[src/rtl/lgg_pkg.sv]
`timescale 1ns / 1ps

package lgg_pkg;

  localparam int LGG_ROWS = 8;
  localparam int LGG_COLS = 16;

  localparam int KIND_W  = 2;
  localparam int ROW_W   = 3;
  localparam int COL_W   = 4;
  localparam int BITS_W  = 16;
  localparam int COUNT_W = 4;

  localparam logic [KIND_W-1:0] KIND_ADVANCE = 2'd0;
  localparam logic [KIND_W-1:0] KIND_SET     = 2'd1;
  localparam logic [KIND_W-1:0] KIND_QUERY   = 2'd2;

  localparam logic [COUNT_W-1:0] BIRTH_COUNT   = 4'd3;
  localparam logic [COUNT_W-1:0] SURVIVE_COUNT = 4'd2;
  localparam logic [COUNT_W-1:0] MAX_COUNT     = 4'd8;

endpackage

[src/rtl/lgg_cell.sv]
`timescale 1ns / 1ps

// One grid row; takes its neighbor's row on every shift.
module lgg_cell #(
  parameter int GRID_COLS = lgg_pkg::LGG_COLS
) (
  input  logic                 clk,
  input  logic                 rst,
  input  logic                 shift,
  input  logic [GRID_COLS-1:0] d,
  output logic [GRID_COLS-1:0] q
);

  always_ff @(posedge clk) begin
    if (rst) begin
      q <= '0;
    end else if (shift) begin
      q <= d;
    end
  end

endmodule

[src/rtl/lgg_rule.sv]
`timescale 1ns / 1ps

// Next-generation row and per-column neighbor counts for the middle row.
module lgg_rule #(
  parameter int GRID_COLS = lgg_pkg::LGG_COLS,
  localparam int CW = $clog2(GRID_COLS)
) (
  input  logic [GRID_COLS-1:0]          above,
  input  logic [GRID_COLS-1:0]          mid,
  input  logic [GRID_COLS-1:0]          below,
  input  logic [CW-1:0]                 sel,
  output logic [GRID_COLS-1:0]          next_row,
  output logic [lgg_pkg::COUNT_W-1:0]   sel_count
);

  logic [GRID_COLS-1:0] above_l, above_r, mid_l, mid_r, below_l, below_r;
  logic [lgg_pkg::COUNT_W-1:0] counts [GRID_COLS];

  // _l: bit c holds column c+1, _r: bit c holds column c-1, both wrapped
  assign above_l = {above[0], above[GRID_COLS-1:1]};
  assign above_r = {above[GRID_COLS-2:0], above[GRID_COLS-1]};
  assign mid_l   = {mid[0], mid[GRID_COLS-1:1]};
  assign mid_r   = {mid[GRID_COLS-2:0], mid[GRID_COLS-1]};
  assign below_l = {below[0], below[GRID_COLS-1:1]};
  assign below_r = {below[GRID_COLS-2:0], below[GRID_COLS-1]};

  always_comb begin
    for (int c = 0; c < GRID_COLS; c++) begin
      counts[c] = lgg_pkg::COUNT_W'(above_l[c]) + lgg_pkg::COUNT_W'(above[c])
                + lgg_pkg::COUNT_W'(above_r[c]) + lgg_pkg::COUNT_W'(mid_l[c])
                + lgg_pkg::COUNT_W'(mid_r[c]) + lgg_pkg::COUNT_W'(below_l[c])
                + lgg_pkg::COUNT_W'(below[c]) + lgg_pkg::COUNT_W'(below_r[c]);
      next_row[c] = (counts[c] == lgg_pkg::BIRTH_COUNT)
                 || (mid[c] && (counts[c] == lgg_pkg::SURVIVE_COUNT));
    end
  end

  assign sel_count = counts[sel];

endmodule

[src/rtl/life_grid_generation.sv]
`timescale 1ns / 1ps

// Toroidal Life grid, GRID_ROWS x GRID_COLS cells, one bit per cell.
// Input channel (in_valid/in_ready) carries one command item: kind 0 steps
// one generation, kind 1 sets cell (row, col) to alive, kind 2 queries a
// cell. kind 3 and out-of-range sets change nothing.
// Output channel (out_valid/out_ready) carries one item per query: the row's
// bits, the cell state and its wrapped live-neighbor count. An out-of-range
// query returns all zeros.
// The rows sit in a ring of row cells that rotates once per command, one row
// per clock past a single rule unit at the head unless the ring is stalled;
// in_ready drops while a command runs, so a new item is taken only after the
// previous command's revolution has finished.
// A new command is taken while a result still waits; if the previous result
// is still unread when a query finishes, the ring holds on its last step
// until out_ready.
// Reset (rst, synchronous) clears every cell and drops out_valid.
module life_grid_generation #(
  parameter int GRID_ROWS = lgg_pkg::LGG_ROWS,
  parameter int GRID_COLS = lgg_pkg::LGG_COLS
) (
  input  logic                         clk,
  input  logic                         rst,
  input  logic                         in_valid,
  output logic                         in_ready,
  input  logic [lgg_pkg::KIND_W-1:0]   kind,
  input  logic [lgg_pkg::ROW_W-1:0]    row,
  input  logic [lgg_pkg::COL_W-1:0]    col,
  input  logic                         alive,
  output logic                         out_valid,
  input  logic                         out_ready,
  output logic [lgg_pkg::BITS_W-1:0]   row_bits,
  output logic                         cell_alive,
  output logic [lgg_pkg::COUNT_W-1:0]  neighbor_count
);

  localparam int RW   = $clog2(GRID_ROWS);
  localparam int CW   = $clog2(GRID_COLS);
  localparam int CMPW = (RW > lgg_pkg::ROW_W) ? RW : lgg_pkg::ROW_W;

  logic [GRID_COLS-1:0] rows_q [GRID_ROWS];
  logic [GRID_COLS-1:0] head, head_new, above, below, prev_old, first_old;
  logic [GRID_COLS-1:0] rule_row, set_mask;
  logic [lgg_pkg::COUNT_W-1:0] rule_count;

  logic                        busy;
  logic [RW-1:0]               cnt;
  logic [lgg_pkg::KIND_W-1:0]  kind_q;
  logic [lgg_pkg::ROW_W-1:0]   row_q;
  logic [lgg_pkg::COL_W-1:0]   col_q;
  logic                        alive_q;

  logic [lgg_pkg::BITS_W-1:0]  hit_bits, hit_bits_next;
  logic                        hit_alive, hit_alive_next;
  logic [lgg_pkg::COUNT_W-1:0] hit_count, hit_count_next;

  logic last, stall, step, accept, row_hit, col_ok, is_query;

  assign head     = rows_q[0];
  assign accept   = in_valid && in_ready;
  assign in_ready = !busy;
  assign last     = (cnt == RW'(GRID_ROWS - 1));
  assign is_query = (kind_q == lgg_pkg::KIND_QUERY);
  assign stall    = busy && last && is_query && out_valid && !out_ready;
  assign step     = busy && !stall;
  assign row_hit  = (CMPW'(row_q) == CMPW'(cnt));
  assign col_ok   = ((lgg_pkg::COL_W + 1)'(col_q) < (lgg_pkg::COL_W + 1)'(GRID_COLS));

  // Head holds old row cnt; rows ahead are still old, tail holds new rows.
  assign above = (cnt == '0) ? rows_q[GRID_ROWS-1] : prev_old;
  assign below = last ? first_old : rows_q[1];

  lgg_rule #(
    .GRID_COLS (GRID_COLS)
  ) u_rule (
    .above     (above),
    .mid       (head),
    .below     (below),
    .sel       (col_q[CW-1:0]),
    .next_row  (rule_row),
    .sel_count (rule_count)
  );

  assign set_mask = GRID_COLS'(1) << col_q;

  always_comb begin
    head_new = head;
    case (kind_q)
      lgg_pkg::KIND_ADVANCE: head_new = rule_row;
      lgg_pkg::KIND_SET: begin
        if (row_hit && col_ok) begin
          head_new = alive_q ? (head | set_mask) : (head & ~set_mask);
        end
      end
      default: head_new = head;
    endcase
  end

  always_comb begin
    hit_bits_next  = hit_bits;
    hit_alive_next = hit_alive;
    hit_count_next = hit_count;
    if (is_query && row_hit && col_ok) begin
      hit_bits_next  = lgg_pkg::BITS_W'(head);
      hit_alive_next = head[col_q[CW-1:0]];
      hit_count_next = rule_count;
    end
  end

  for (genvar i = 0; i < GRID_ROWS; i++) begin : g_ring
    logic [GRID_COLS-1:0] d;
    if (i == GRID_ROWS - 1) begin : g_tail
      assign d = head_new;
    end else begin : g_mid
      assign d = rows_q[i+1];
    end
    lgg_cell #(
      .GRID_COLS (GRID_COLS)
    ) u_cell (
      .clk   (clk),
      .rst   (rst),
      .shift (step),
      .d     (d),
      .q     (rows_q[i])
    );
  end

  always_ff @(posedge clk) begin
    if (rst) begin
      busy      <= 1'b0;
      cnt       <= '0;
      out_valid <= 1'b0;
    end else begin
      if (accept) begin
        busy <= 1'b1;
        cnt  <= '0;
      end else if (step) begin
        cnt <= last ? '0 : cnt + 1'b1;
        if (last) begin
          busy <= 1'b0;
        end
      end
      if (step && last && is_query) begin
        out_valid <= 1'b1;
      end else if (out_valid && out_ready) begin
        out_valid <= 1'b0;
      end
    end
  end

  always_ff @(posedge clk) begin
    if (accept) begin
      kind_q    <= kind;
      row_q     <= row;
      col_q     <= col;
      alive_q   <= alive;
      first_old <= head;
      hit_bits  <= '0;
      hit_alive <= 1'b0;
      hit_count <= '0;
    end else if (step) begin
      prev_old  <= head;
      hit_bits  <= hit_bits_next;
      hit_alive <= hit_alive_next;
      hit_count <= hit_count_next;
    end
    if (step && last && is_query) begin
      row_bits       <= hit_bits_next;
      cell_alive     <= hit_alive_next;
      neighbor_count <= hit_count_next;
    end
  end

`ifndef NO_ASSERTIONS
  a_accept_busy: assert property (@(posedge clk) disable iff (rst)
    accept |=> busy && (cnt == '0))
    else $error("accepted item did not start a revolution");

  a_idle_count: assert property (@(posedge clk) disable iff (rst)
    !busy |-> (cnt == '0))
    else $error("row counter moved while idle");

  a_result_source: assert property (@(posedge clk) disable iff (rst)
    $rose(out_valid) |-> $past(busy) && $past(last) && $past(is_query))
    else $error("result raised outside the end of a query");

  a_count_range: assert property (@(posedge clk) disable iff (rst)
    out_valid |-> (neighbor_count <= lgg_pkg::MAX_COUNT))
    else $error("neighbor count above eight");

  a_no_overwrite: assert property (@(posedge clk) disable iff (rst)
    (out_valid && !out_ready) |=> $stable(row_bits) && $stable(neighbor_count))
    else $error("pending result overwritten");
`endif

endmodule
[config.mk]
export PLATFORM = sky130hd
export DESIGN_NAME = life_grid_generation
export DESIGN_NICKNAME = d
export VERILOG_FILES = /design/src/rtl/lgg_pkg.sv /design/src/rtl/lgg_cell.sv /design/src/rtl/lgg_rule.sv /design/src/rtl/life_grid_generation.sv
export SDC_FILE = /design/constraint.sdc
export NUM_CORES = 1
export LEC_CHECK = 0
export BUFFER_PORTS_ARGS = -buffer_cell sky130_fd_sc_hd__buf_2
export CORE_ASPECT_RATIO = 0.75
export CORE_MARGIN = 1
export CORE_UTILIZATION = 30
export DETAILED_ROUTE_END_ITERATION = 10
export GPL_ROUTABILITY_DRIVEN = 0
export PLACE_DENSITY_LB_ADDON = 0.05
export SYNTH_ARGS = -nofsm -noshare
export SYNTH_HDL_FRONTEND = slang
export SYNTH_SLANG_ARGS = --single-unit
[constraint.sdc]
create_clock -name clk -period 9.1 [get_ports clk]
set_input_delay 0.91 -clock clk [delete_from_list [all_inputs] [get_ports clk]]
set_output_delay 0.91 -clock clk [all_outputs]
set_load 0.02 [all_outputs]
-- Word level (Yosys, flattened, before mapping)
Index checks and enable logic that the tools add are counted.
- add/sub/neg operators: 113
- $mul: 0
- divide/modulo/power cells: 0
- order comparisons: 2
- eq/ne operators: 36
- shift-type cells: 1
- mux-type cells: 19
- bitwise logic cells: 5
- reductions and logical operators: 53
- operators by type and width (cell ; count):
    adder 4 x 1 -> 4 bit ; 96
    == test 4 x 2 -> 1 bit (second input constant) ; 32
    two-way mux 16 bit ; 5
    adder 1 x 1 -> 2 bit ; 16
    one-hot mux 16 bit (2 select lines) ; 1
    logical AND 1 bit ; 26
    AND 16 bit ; 1
    binary-select mux 4 bit (select 4 bit) ; 1
    logical OR 1 bit ; 16
    NOT 16 bit ; 1
    bitwise OR 16 bit ; 1
    << shifter 1 x 4 -> 16 bit (first input constant) ; 1
    two-way mux 4 bit ; 3
    two-way mux 1 bit ; 7
    nonzero test 2 bit ; 3
    >= comparator 5 bit (second input constant) ; 1
    less-than comparator 4 x 5 -> 1 bit (second input constant) ; 1
    NOT 4 -> 5 bit ; 1
    binary-select mux 1 bit (select 4 bit) ; 1
    AND reduction 2 bit ; 2
    adder 3 x 1 -> 3 bit (second input constant) ; 1
    == test 3 bit ; 1
    == test 3 bit (second input constant) ; 1
    zero test 1 bit ; 3
    7 further kinds ; 7
- register bits: 217
- bits in latches: 0
- RAM bits: 0
- bits in read-only memories: 0
- input bits: 14
- output and inout port bits: 23
- logic and storage cells: 252
- memories kept: 0

-- Depth between registers and ports, before layout
- word-level depth: 13
- gate-level depth with buffers: 20
- gate-level depth less buffers: 18

-- Hierarchy
From an unflattened synthesis, not the netlist that was laid out.
- cell total of the unflattened synthesis: 1170
- area total of the unflattened synthesis: 12527.0 µm²
- by module, submodules not included (module ; instances ; cells each ; area an instance (µm²) ; sequential area each (µm²)):
    lgg_cell ; 8 ; 52 ; 580.6 ; 320.3
    life_grid_generation ; 1 ; 405 ; 4483.0 ; 2412.3
    lgg_rule ; 1 ; 349 ; 3399.5 ; 0.0

-- Worst setup path before layout
Ideal clock, no wire load.
- path type: register to register
- start: register cnt[0]
- end: register neighbor_count[1] (netlist bit), data pin
- library setup time: 0.260 ns
- arrival: 5.255 ns
- required time: 8.840 ns
- slack: 3.585 ns
- stages on the path, launching flop included: 18
- path buffers: 2
- clock period less this slack: 5.515 ns
- cell sequence: dfxtp_1 > inv_1 > ha_1 > nand2b_1 > clkbuf_1 > buf_1 > mux2i_1 > inv_1 > ha_1 > fa_1 > inv_1 > fa_1 > inv_1 > fa_1 > fa_1 > mux4_2 > mux4_2 > mux2_2
- cells in the longest elaborated chain, start to end: 13
- elaborated cells between the ends (all ways): 122
- classes of those cells: 112 x add/sub; 2 x eq/ne; 6 x mux; 2 x reduce/logical
- RTL lines (item ; line ; text):
    start, declared ; life_grid_generation.sv:47 ; logic [RW-1:0] cnt;
    start signal, assigned ; life_grid_generation.sv:138 ; cnt <= last ? '0 : cnt + 1'b1;
    zero test 3 bit ; life_grid_generation.sv:70 ; assign above = (cnt == '0) ? rows_q[GRID_ROWS-1] : prev_old;
    two-way mux 16 bit ; life_grid_generation.sv:70 ;
    adder 1 x 1 -> 2 bit ; lgg_rule.sv:29 ; counts[c] = lgg_pkg::COUNT_W'(above_l[c]) + lgg_pkg::COUNT_W'(above[c])
    adder 4 x 1 -> 4 bit (2 in series) ; lgg_rule.sv:30 ; + lgg_pkg::COUNT_W'(above_r[c]) + lgg_pkg::COUNT_W'(mid_l[c])
    adder 4 x 1 -> 4 bit (2 in series) ; lgg_rule.sv:31 ; + lgg_pkg::COUNT_W'(mid_r[c]) + lgg_pkg::COUNT_W'(below_l[c])
    adder 4 x 1 -> 4 bit (2 in series) ; lgg_rule.sv:32 ; + lgg_pkg::COUNT_W'(below[c]) + lgg_pkg::COUNT_W'(below_r[c]);
    binary-select mux 4 bit (select 4 bit) ; lgg_rule.sv:38 ; assign sel_count = counts[sel];
    two-way mux 4 bit (not written as such) (2 in series) ; lgg_rule.sv:38 ;
    two-way mux 4 bit * ; life_grid_generation.sv:103 ; if (is_query && row_hit && col_ok) begin
    net hit_count_next, one bit ; life_grid_generation.sv:55 ; logic [lgg_pkg::COUNT_W-1:0] hit_count, hit_count_next;
    end signal, assigned ; life_grid_generation.sv:170 ; neighbor_count <= hit_count_next;
    end, declared ; life_grid_generation.sv:34 ; output logic [lgg_pkg::COUNT_W-1:0] neighbor_count
The timed path passes the listed nets; every way through them passes the cells marked *. The select of a mux whose other input is x is not followed.
A chain may end at the register's enable or synchronous reset.

-- Worst setup path in the final report
Ends and elaborated chain as after synthesis.

==> results.sh <==
export IMPL_outcome="complete, no violations"
export IMPL_final_area_mm2=0.0135
export IMPL_yosys_register_bits=217
export IMPL_yosysSeqAreaShare_pct=41.2
export IMPL_hold_buffers=0
export IMPL_dr_pass1_iters=5
export IMPL_power_internal_mw=1.70
export IMPL_power_density_mw_per_mm2=170
export IMPL_synth_top_cell_area_share_pct=25.5
export IMPL_synthMostInstantiatedCell="nand2_1"
export IMPL_synth_enable_flop_cells=63
export IMPL_cp_max_fo=26
export IMPL_hold_class="reg2reg"
export IMPL_drive_gt1_share_pct=11.0
export IMPL_startpoint="cnt[0]$_SDFFE_PP0P_"
export IMPL_drv_cap=0
export IMPL_grt_total_usage_pct=16.9
export IMPL_p_sw_share_pct=25.9
export IMPL_grt_max_degree=89
export IMPL_final_setup_skew_ns=0.0126
export IMPL_critPathCaptureType="flop"
export IMPL_grt_antenna_before_repair=0
export IMPL_final_util_pct=34.1
export IMPL_antenna_cells=0
export IMPL_path_clk_slew_ns=0.06
export IMPL_worstSkewPairLatency_ns=0.54
export IMPL_yosys_top_cells_count="nand2_1 (295), a21oi_1 (154), dfxtp_1 (154), inv_1 (103), edfxtp_1 (63)"
export IMPL_rsz0062_at_grt="no"
export IMPL_grt_pass1_wl_um=52900
export IMPL_vias_per_cell=4.87
export IMPL_cp_start_kind="flop"
export IMPL_via_count=8876
export IMPL_power_mw=2.30
export IMPL_r2r_start="cnt[0]$_SDFFE_PP0P_"
export IMPL_die_h_um=176
export IMPL_finalHoldViolations=0
export IMPL_postRouteAntennaNets=0
export IMPL_cts_tree="built"
export IMPL_cts_buffer_depth=3
export IMPL_htreeDepth=1
export IMPL_portBuffers=36
export IMPL_drt_iter0_drc=645
export IMPL_overflow=0
export IMPL_r2r_slack_ns=3.50
export IMPL_ir_worst_vdd_mv=0.132
export IMPL_synth_net_count=1412
export IMPL_yosys_warnings=0
export IMPL_syn_to_final_growth_pct=11.8
export IMPL_pwr_share_clk_pct=43.2
export IMPL_post_cts_resized=0
export IMPL_switchingPower_mw=0.595
export IMPL_fin_setup_tns_ns=0
export IMPL_slew_headroom_pct=34.7
export IMPL_die_area_mm2=0.0411
export IMPL_tightest_slew_ns=0.977
export IMPL_cts_sinks=217
export IMPL_holdPathStages=2
export IMPL_netlist_instances=1283
export IMPL_wirelength_um=34100
export IMPL_wire_per_inst_um=18.7
export IMPL_avgSynthCellArea_um2=9.42
export IMPL_ys_types=55
export IMPL_fmax_mhz=179
export IMPL_cts_root_buf="clkbuf_16"
export IMPL_grt_pass1_vias=8672
export IMPL_post_cts_setup_buffers=0
export IMPL_io_pins=37
export IMPL_fin_nets=1414
export IMPL_ys_async_sr_fraction_pct=0
export IMPL_wl_met2_um=14900
export IMPL_critPathCapture="neighbor_count[1]$_DFFE_PP_"
export IMPL_pwr_share_comb_pct=12.0
export IMPL_dr_max_layer_used="met4"
export IMPL_synth_largest_area_cell="dfxtp_1"
export IMPL_synthTopCellsByArea="dfxtp_1 (26%), edfxtp_1 (16%), fa_1 (9.9%)"
export IMPL_regToRegEndpoint="neighbor_count[1]$_DFFE_PP_"
export IMPL_period_share_pct=61.5
export IMPL_setup_violations=0
export IMPL_start_util_pct=30.5
export IMPL_criticalPathCategory="reg2reg"
export IMPL_core_mm2=0.0396
export IMPL_min_period_ns=5.60
export IMPL_numCtsBuffers=24
export IMPL_cp_required_ns=9.39
export IMPL_drc=0
export IMPL_wl_met1_um=17300
export IMPL_leakage_nw=5.33
export IMPL_die_x_um=234
export IMPL_slew_viol_final=0
export IMPL_syn_area_mm2=0.0121
export IMPL_reg2regPathDepth=16
export IMPL_placed_area_mm2=0.0127
export IMPL_crit_arrival_ns=5.88
export IMPL_wl_met3_um=990
export IMPL_fillerInstances=4108
export IMPL_ys_flop_type="dfxtp_1"
export IMPL_seq_power_share_pct=44.7
export IMPL_rows=63
export IMPL_post_dp_hpwl_um=23700
## power groups by stage
stage,combinational [mW],clock [mW],sequential [mW]
2_1_floorplan,0.208,0,1.04
3_3_place_gp,0.280,0,1.05
3_5_place_dp,0.280,0,1.05
4_1_cts,0.283,1.04,1.03
5_1_grt,0.314,1.07,1.03
6_report,0.276,0.992,1.03
## cell usage in the layout (no fill, tap or decap), types with 9 or more instances in the layout
| cell type | count |
|---|---|
| a21oi_1 | 154 |
| mux2i_1 | 12 |
| o21ai_0 | 36 |
| dfxtp_1 | 154 |
| a311oi_1 | 14 |
| a31oi_1 | 11 |
| mux4_2 | 9 |
| clkbuf_16 | 27 |
| fa_1 | 60 |
| nor2b_1 | 11 |
| edfxtp_1 | 63 |
| nand2_1 | 295 |
| xor2_1 | 21 |
| ha_1 | 55 |
| mux2_2 | 37 |
| buf_2 | 35 |
| inv_1 | 103 |
| nor2_1 | 47 |
| nand3_1 | 21 |
| buf_4 | 18 |
## state kept, by name, summed over array words and instances (netlist names), 2 cells and up
register / count
row_bits: 16
cnt: 3
row_q: 3
hit_bits: 16
kind_q: 2
neighbor_count: 4
prev_old: 16
col_q: 4
hit_count: 4
first_old: 16
g_ring.u_cell.q: 128
## how the worst min path moves through the flow
stage	to	from	slack (ns)
2_1_floorplan	g_ring[2].u_cell.q[0]$_SDFFE_PP0P_	g_ring[3].u_cell.q[0]$_SDFFE_PP0P_	0.43
3_5_place_dp	g_ring[4].u_cell.q[5]$_SDFFE_PP0P_	g_ring[5].u_cell.q[5]$_SDFFE_PP0P_	0.44
4_1_cts	g_ring[3].u_cell.q[1]$_SDFFE_PP0P_	g_ring[4].u_cell.q[1]$_SDFFE_PP0P_	0.44
6_report	g_ring[3].u_cell.q[1]$_SDFFE_PP0P_	g_ring[4].u_cell.q[1]$_SDFFE_PP0P_	0.44
5_1_grt	g_ring[3].u_cell.q[1]$_SDFFE_PP0P_	g_ring[4].u_cell.q[1]$_SDFFE_PP0P_	0.46
3_3_place_gp	hit_alive$_SDFFE_PP0P_	hit_alive$_SDFFE_PP0P_	0.44
## cells by family after synthesis
group | after synthesis | share of synthesized area [%]
adders and majority gates | 115 | 15.6
muxes | 66 | 7.86
buffers and inverters | 181 | 6.19
xor gates and xnor gates | 23 | 1.67
DFF | 217 | 41.2
AOI/OAI and AO/OA | 268 | 13.1
and+or+nand+nor | 413 | 14.3
## critical path, stage by stage (launching register included)
cell	delay, ns
dfxtp_1	0.40
inv_1	0.07
ha_1	0.19
nand2b_1	0.06
buf_4	0.39
mux2i_1	0.36
inv_1	0.12
ha_1	0.33
fa_1	0.53
inv_1	0.05
fa_1	0.53
inv_1	0.05
fa_1	0.46
fa_1	0.49
mux4_2	0.53
mux4_2	0.50
mux2_2	0.27
## metrics by stage
step | setup slack [ns] | hold slack (ns) | cells
finish | 3.50 | 0.441 | 1822
CTS | 3.44 | 0.444 | 1822
detailed placement | 3.47 | 0.442 | 1779
floorplan | 3.58 | 0.432 | 1283
global route | 3.19 | 0.458 | 1822
global placement | 3.49 | 0.440 | 1779
## area by class of cell
cell class | count | area (µm²) | share of cell area [%]
Clock buffer | 40 | 785 | 5.81
Clock inverter | 3 | 16.3 | 0.120
Inverter | 104 | 395 | 2.93
Multi-Input combinational cell | 885 | 6380 | 47.2
Sequential cell | 217 | 4970 | 36.8
Tap cell | 520 | 651 | 4.82
Timing Repair Buffer | 53 | 310 | 2.30
## metal layers
layer | track usage, % | up-vias
met1 | 25.1 | 4339
met2 | 25.4 | 108
met4 | 4.36 | 0
met5 | 0 | -
met3 | 2.44 | 45
li1 | - | 4384
Power figures use the tool's default switching activity.
